--- src/hw/rtl/ttd_pkg.sv ---
`timescale 1ns / 1ps
// ----------------------------------------------------------------------------
// ttd_pkg
// Shared types and constants for the token trie recognizer.
// ----------------------------------------------------------------------------
package ttd_pkg;

  localparam int NODE_DEPTH_DEF   = 1024;
  localparam int CHOICE_DEPTH_DEF = 256;
  localparam int SEQ_MAX_DEF      = 64;
  localparam int TOKEN_BITS_DEF   = 16;

  localparam logic [15:0] NO_CHOICE = 16'hFFFF;

  typedef enum logic [1:0] {
    CMD_CLEAR   = 2'd0,
    CMD_INSERT  = 2'd1,
    CMD_ADVANCE = 2'd2,
    CMD_INSPECT = 2'd3
  } cmd_t;

  typedef enum logic [1:0] {
    ST_OK        = 2'd0,
    ST_INVALID   = 2'd1,
    ST_LIMIT     = 2'd2,
    ST_NOT_READY = 2'd3
  } status_t;

  typedef enum logic [2:0] {
    REG_VOCAB   = 3'd0,
    REG_SEQ     = 3'd1,
    REG_CHOICES = 3'd2,
    REG_STATES  = 3'd3,
    REG_ARCS    = 3'd4
  } reg_idx_t;

  typedef struct packed {
    logic [1:0]  cmd;
    logic [15:0] token;
    logic [15:0] choice_id;
    logic        last_token;
    logic [9:0]  query_state;
  } request_t;

  typedef struct packed {
    logic [1:0]  status;
    logic [9:0]  next_state;
    logic        terminal;
    logic [15:0] result_choice;
    logic [9:0]  outgoing_arcs;
  } result_t;

endpackage

--- src/hw/rtl/ttd_front.sv ---
`timescale 1ns / 1ps
// ----------------------------------------------------------------------------
// ttd_front
// Accepts requests into a short queue that feeds the trie engine.
// ----------------------------------------------------------------------------
module ttd_front (
  input  logic              clk,
  input  logic              rst,
  input  logic              start,
  input  ttd_pkg::request_t req,
  output logic              busy,
  output logic              q_valid,
  output ttd_pkg::request_t q_req,
  input  logic              q_pop
);
  import ttd_pkg::*;

  request_t   fifo [2];
  logic       wr_ptr;
  logic       rd_ptr;
  logic [1:0] count;
  logic       push;

  assign busy    = (count == 2'd2);
  assign push    = start && !busy;
  assign q_valid = (count != 2'd0);
  assign q_req   = fifo[rd_ptr];

  always_ff @(posedge clk) begin
    if (push) begin
      fifo[wr_ptr] <= req;
    end
  end

  always_ff @(posedge clk) begin
    if (rst) begin
      wr_ptr <= 1'b0;
      rd_ptr <= 1'b0;
      count  <= 2'd0;
    end else begin
      if (push) wr_ptr <= ~wr_ptr;
      if (q_pop) rd_ptr <= ~rd_ptr;
      count <= count + {1'b0, push} - {1'b0, q_pop};
    end
  end

`ifndef SYNTHESIS
  a_no_over: assert property (@(posedge clk) disable iff (rst)
    !(count == 2'd2 && push)) else $error("queue overflow");
  a_no_under: assert property (@(posedge clk) disable iff (rst)
    !(count == 2'd0 && q_pop)) else $error("queue underflow");
  a_busy_full: assert property (@(posedge clk) disable iff (rst)
    busy |-> q_valid) else $error("busy with empty queue");
`endif

endmodule

--- config.mk ---
export PLATFORM = sky130hd
export DESIGN_NAME = ttd_front
export DESIGN_NICKNAME = d
export VERILOG_FILES = /design/src/hw/rtl/ttd_pkg.sv /design/src/hw/rtl/ttd_front.sv
export SDC_FILE = /design/constraint.sdc
export NUM_CORES = 1
export LEC_CHECK = 0
export ABC_AREA = 1
export BUFFER_PORTS_ARGS = -buffer_cell sky130_fd_sc_hd__buf_2
export CORE_MARGIN = 1
export CORE_UTILIZATION = 35
export DETAILED_ROUTE_END_ITERATION = 10
export SYNTH_ARGS = -nofsm -noshare
export SYNTH_HDL_FRONTEND = slang
export SYNTH_SLANG_ARGS = --single-unit
--- constraint.sdc ---
create_clock -name clk -period 3.54 [get_ports clk]
set_input_delay 0.531 -clock clk [delete_from_list [all_inputs] [get_ports clk]]
set_output_delay 0.531 -clock clk [all_outputs]
set_load 0.02 [all_outputs]
==> metrics.yaml, run 1 <==
min_from: "req[29]"
crit-reg2reg-launch: "count[0]$_SDFF_PP0_"
whs_path_depth: 1
vias: 1795
io_buffers: 95
via_per_inst: 4.31
final_max_slew_viol_count: 0
cts.sinks: 95
avgRoutedWirePerCell_um: 14.1
start_util: 0.358
fin_skew_ns: 0.00612
grt_pass1_wl_mm: 9.20
min_path_type: "in -> reg"
yosysMostFrequentCell: "edfxtp_1"
first_pass_iters: 4
rsz0062_at_grt: "false"
drive_gt1_frac: 0.557
wirelength_mm: 5.85
finalSetupTns_ns: 0
hold_viol: 0
grt_overflow: 0
r2r_end: "fifo[1][8]$_DFFE_PP_"
first_iter_violations: 51
min_to: "fifo[0][29]$_DFFE_PP_"
nFillCells: 957
synthFlopType: "edfxtp_1"
route.detailed.drc: 0
crit_required_ns: 3.01
post_cts_buffers: 0
worst-setup-path-type: "reg -> out"
maxSlewHeadroom: 0.332
final_cells: 416
powerDensity_nw_per_um2: 551
drtAntennaViolNets: 0
cts_tree: "yes"
power_uw: 2440
ctsHoldBuffers: 0
ys_types: 13
synth_top_area_cell: "edfxtp_1"
status: "completed"
syn-cell-area_um2: 3680
yosysSeqAreaShare: 0.761
layout_min_cycle_time_ns: 2.40
gp_congestion: 0.612
avgSynthCellArea_um2: 21.3
post-place-cells: 400
min_period_over_period: 0.679
synth_common_cells: "edfxtp_1, mux2_4, inv_1"
grt_pass1_vias: 1870
yosys_register_bits: 95
yosys.area.top_type_share: 0.734
vdd_ir_drop_max_mv: 0.238
clock.fmax_mhz: 416
syn_inst: 173
cp-start-kind: "flop"
dieArea_um2: 10900
async_reset_ff_frac: 0
endpoint_kind: "output pin"
area_growth_pct: 20.2
syn_nets: 224
die_h_um: 105
drv.max_cap_violation_count: 0
pin_count: 96
core_region_area_um2: 10300
dp_hpwl_mm: 3.55
yosysWarningCount: 0
dieWidth_um: 105
clk_latency_ns: 0.35
fin_nets: 326
grt_usage: 0.114
cp.arrival_ns: 1.87
grt_max_degree: 46
synth_edf_count: 90
r2r_cells: 4
synth.area.top_cells: "edfxtp_1, mux2_4, dfxtp_1"
root_buffer: "clkbuf_8"
rows: 37
antenna_found_initial: 0
clkTransAtPathRegs_ns: 0.09
tightest_slew_ns: 1.00
h-tree-depth: 3
rrSetupSlack_ns: 1.75
finalSetupViolCount: 0
cp_max_fo: 45
cts_max_path_buffers: 2
cts_buffers: 9
diodes: 0
cts_resized: 0
cellLeakagePower_uw: 0.00176
## critical path, stage by stage, from the launching register on
cell and delay [ns]:
dfxtp_4 0.88, mux2_2 0.41, buf_2 0.16
## worst max-delay path by stage
stage | from | endpoint
floorplan | start | fifo[0][0]$_DFFE_PP_
global placement | flop | q_req[2]
detailed placement | flop | q_req[3]
CTS | flop | q_req[1]
global route | flop | q_req[1]
finish | flop | q_req[0]
## power breakdown
group / switching [µW] / internal, µW
Clock: 343 / 295
Sequential: 51.0 / 1340
Combinational: 221 / 186
Total: 615 / 1820
## flip-flops by register name, indices dropped and copies added (netlist names), named ones only
register and count:
fifo 90, wr_ptr 1, count 2, rd_ptr 1
## layer usage
layer | vias to the layer above | track usage | routed length (µm)
li1 | 855 | - | -
met1 | 875 | 0.130 | 2450
met2 | 57 | 0.187 | 2920
met3 | 8 | 0.0437 | 375
met4 | 0 | 0.0543 | 104
met5 | - | 0 | 0
## logic make-up after synthesis
logic type | share of synthesized area
AOI/OAI and AO/OA | 0.00272
xor gates and xnor gates | 0.00238
adders and majority gates | 0.00679
buffers and inverters | 0.0329
DFF | 0.761
muxes | 0.178
and+or+nand+nor | 0.0160
## final cells by class
class / instances / area (µm²) / share of cell area
clock buffer: 15 / 166 / 0.0376
clock inverter: 1 / 5.00 / 0.00113
inverter: 8 / 30.0 / 0.00678
multi-input combinational: 65 / 767 / 0.173
sequential: 95 / 2810 / 0.634
tap: 136 / 170 / 0.0384
timing repair buffer: 96 / 483 / 0.109
## cells in the final DEF, fill, tap and decap left out, drive strengths merged
cell    instances
mux2           45
buf            96
nand3           2
dfxtp           5
ha              2
a21oi           2
xnor2           1
nand2           7
clkinv          1
clkbuf         15
nor2            6
edfxtp         90
inv             8
## stage by stage
step,setup WS (ns),utilization,hold slack (ns),cell area (µm²)
final,1.14,0.431,0.363,4430
after detailed placement,1.49,0.414,0.504,4260
after CTS,1.08,0.431,0.335,4430
after floorplan,0.603,-,0.475,3680
after global routing,1.04,0.431,0.329,4430
after global placement,1.50,0.414,0.495,4260
(Power assumes the default switching activity.)
==> run 2: changes to the inputs <==
==> constraint.sdc (replaced) <==
create_clock -name clk -period 2.3 [get_ports clk]
set_input_delay 0.345 -clock clk [delete_from_list [all_inputs] [get_ports clk]]
set_output_delay 0.345 -clock clk [all_outputs]
set_load 0.02 [all_outputs]
==> run 2 against run 1 <==
Net effect: critical path depth increased by 1; register-to-register slack got worse by 1.1 ns; final cell count increased by 0.96%; sequential share of layout area decreased by 1.1 points; critical endpoint is now q_req[34].
==> metrics.yaml, run 2 (synthesized netlist as in run 1, its figures left out) <==
clkTransAtPathRegs_ns: 0.09  # about the same
die_h_um: 105  # unchanged
cts_resized: 0  # unchanged
start_util: 0.358  # unchanged
clk_latency_ns: 0.34  # about the same
fin_nets: 331  # +1.5%
h-tree-depth: 3  # unchanged
final_common_cell: "buf_2"
cp_max_fo: 17  # -62%
placed_cell_area_um2: 4310  # +1.2%
cp.arrival_ns: 1.70  # -0.17 ns
rsz0062_at_grt: "false"
seq_power_share: 0.541  # -0.031
wirelength_mm: 6.01  # +2.7%
tightest_slew_ns: 0.456  # -0.545 ns
layout_min_cycle_time_ns: 2.04
worst-setup-path-type: "reg -> out"
status: "completed"
final_max_slew_viol_count: 0  # unchanged
min_path_type: "in -> reg"
antenna_found_initial: 1  # +1
root_buffer: "clkbuf_8"
grt_max_degree: 24  # -48%
pre_cts_slack_ns: 0.591  # -0.903 ns
dieArea_um2: 10900  # unchanged
endpoint_kind: "output pin"
avgRoutedWirePerCell_um: 14.3  # +1.7%
diodes: 0  # unchanged
fin_skew_ns: 0.00698  # +0.000857 ns
clock.fmax_mhz: 489
p_int_uw: 2960  # +62%
cts_buffers: 9  # unchanged
grt_pass1_vias: 1815  # -2.9%
largest_register_ffs: 90  # unchanged
cts_max_path_buffers: 2  # unchanged
via_per_inst: 4.35  # +0.87%
drv.max_cap_violation_count: 0  # unchanged
grt_usage: 0.112  # -0.00172
cp-start-kind: "flop"
power_uw: 3910  # +60%
area_growth_pct: 22.4
drive_gt1_frac: 0.570  # +0.0133
post_cts_buffers: 0  # unchanged
finalSetupTns_ns: 0  # unchanged
cts.sinks: 95  # unchanged
layout_setup_ws_ns: 0.255  # -0.880 ns
pin_count: 96  # unchanged
vdd_ir_drop_max_mv: 0.331  # +39%
final_core_util: 0.439  # +0.00779
first_iter_violations: 37  # -27%
io_buffers: 95  # unchanged
min_period_over_period: 0.889
p_comb_frac: 0.172  # +0.005
hold_viol: 0  # unchanged
dp_hpwl_mm: 4.13  # +16%
dieWidth_um: 105  # unchanged
crit_required_ns: 1.96  # -1.05 ns
gp_congestion: 0.713  # +16%
grt_pass1_wl_mm: 8.89  # -3.4%
maxSlewHeadroom: 0.695  # +0.363
fin_area_um2: 4510  # +1.8%
ctsHoldBuffers: 0  # unchanged
regMostFlops: "fifo"
vias: 1828  # +1.8%
top_regs: "fifo: 90 flops, count: 2 flops"
mostFrequentLayoutCells: "buf_2, edfxtp_1, mux2_4, clkbuf_8"
route.detailed.drc: 0  # unchanged
cts_tree: "yes"
p_sw_frac: 0.243  # -0.00964
power_frac_clock: 0.287  # +0.025
core_region_area_um2: 10300  # unchanged
switchingPower_uw: 949  # +54%
grt_overflow: 0  # unchanged
powerDensity_nw_per_um2: 868  # +58%
first_pass_iters: 4  # unchanged
cellLeakagePower_uw: 0.00181  # +2.6%
drtAntennaViolNets: 0  # unchanged
rows: 37  # unchanged
finalSetupViolCount: 0  # unchanged
[run 2: worst max-delay path: stages (launching register included)]
cell	delay (ns)
dfxtp_4	0.55
buf_4	0.32
mux2_4	0.32
buf_2	0.16
[run 2: final cells by class]
class / instances / area, µm²
Fill cell: 949 / 5770
Multi-Input combinational cell: 65 / 767
Sequential cell: 95 / 2810
Timing Repair Buffer: 101 / 533
Inverter: 8 / 30.0
Clock inverter: 5 / 73.8
Tap cell: 136 / 170
Clock buffer: 10 / 128
[run 2: power by group through the flow]
| stage | Sequential (µW) | Combinational, µW | Clock, µW |
|---|---|---|---|
| final | 2120 | 672 | 1120 |
| after global routing | 2130 | 721 | 1220 |
| after CTS | 2120 | 685 | 1170 |
| after detailed placement | 2160 | 684 | 0 |
| after global placement | 2150 | 678 | 0 |
| after floorplan | 2140 | 498 | 0 |
[run 2: worst paths after layout]
path | start | end | cells after the start | slack, ns
setup / recovery | flop | q_req[34] | 3 | 0.26
hold / removal | req[8] | fifo[1][8]$_DFFE_PP_ | 1 | 0.18
setup reg to reg | count[0]$_SDFF_PP0_ | fifo[0][25]$_DFFE_PP_ | 5 | 0.62
hold reg to reg | rd_ptr$_SDFFE_PP0P_ | rd_ptr$_SDFFE_PP0P_ | 2 | 0.52
[run 2: layer usage]
layer | routed length, µm | vias up | GRT usage
li1 | - | 867 | -
met1 | 2570 | 893 | 0.133
met2 | 2990 | 56 | 0.181
met3 | 334 | 10 | 0.0343
met4 | 100 | 2 | 0.0634
met5 | 11 | - | 0
[run 2: through the flow]
step / hold WS [ns] / cells
final: 0.183 / 420
after global routing: 0.158 / 420
after CTS: 0.162 / 420
after detailed placement: 0.510 / 405
after global placement: 0.500 / 405
after floorplan: 0.416 / 173
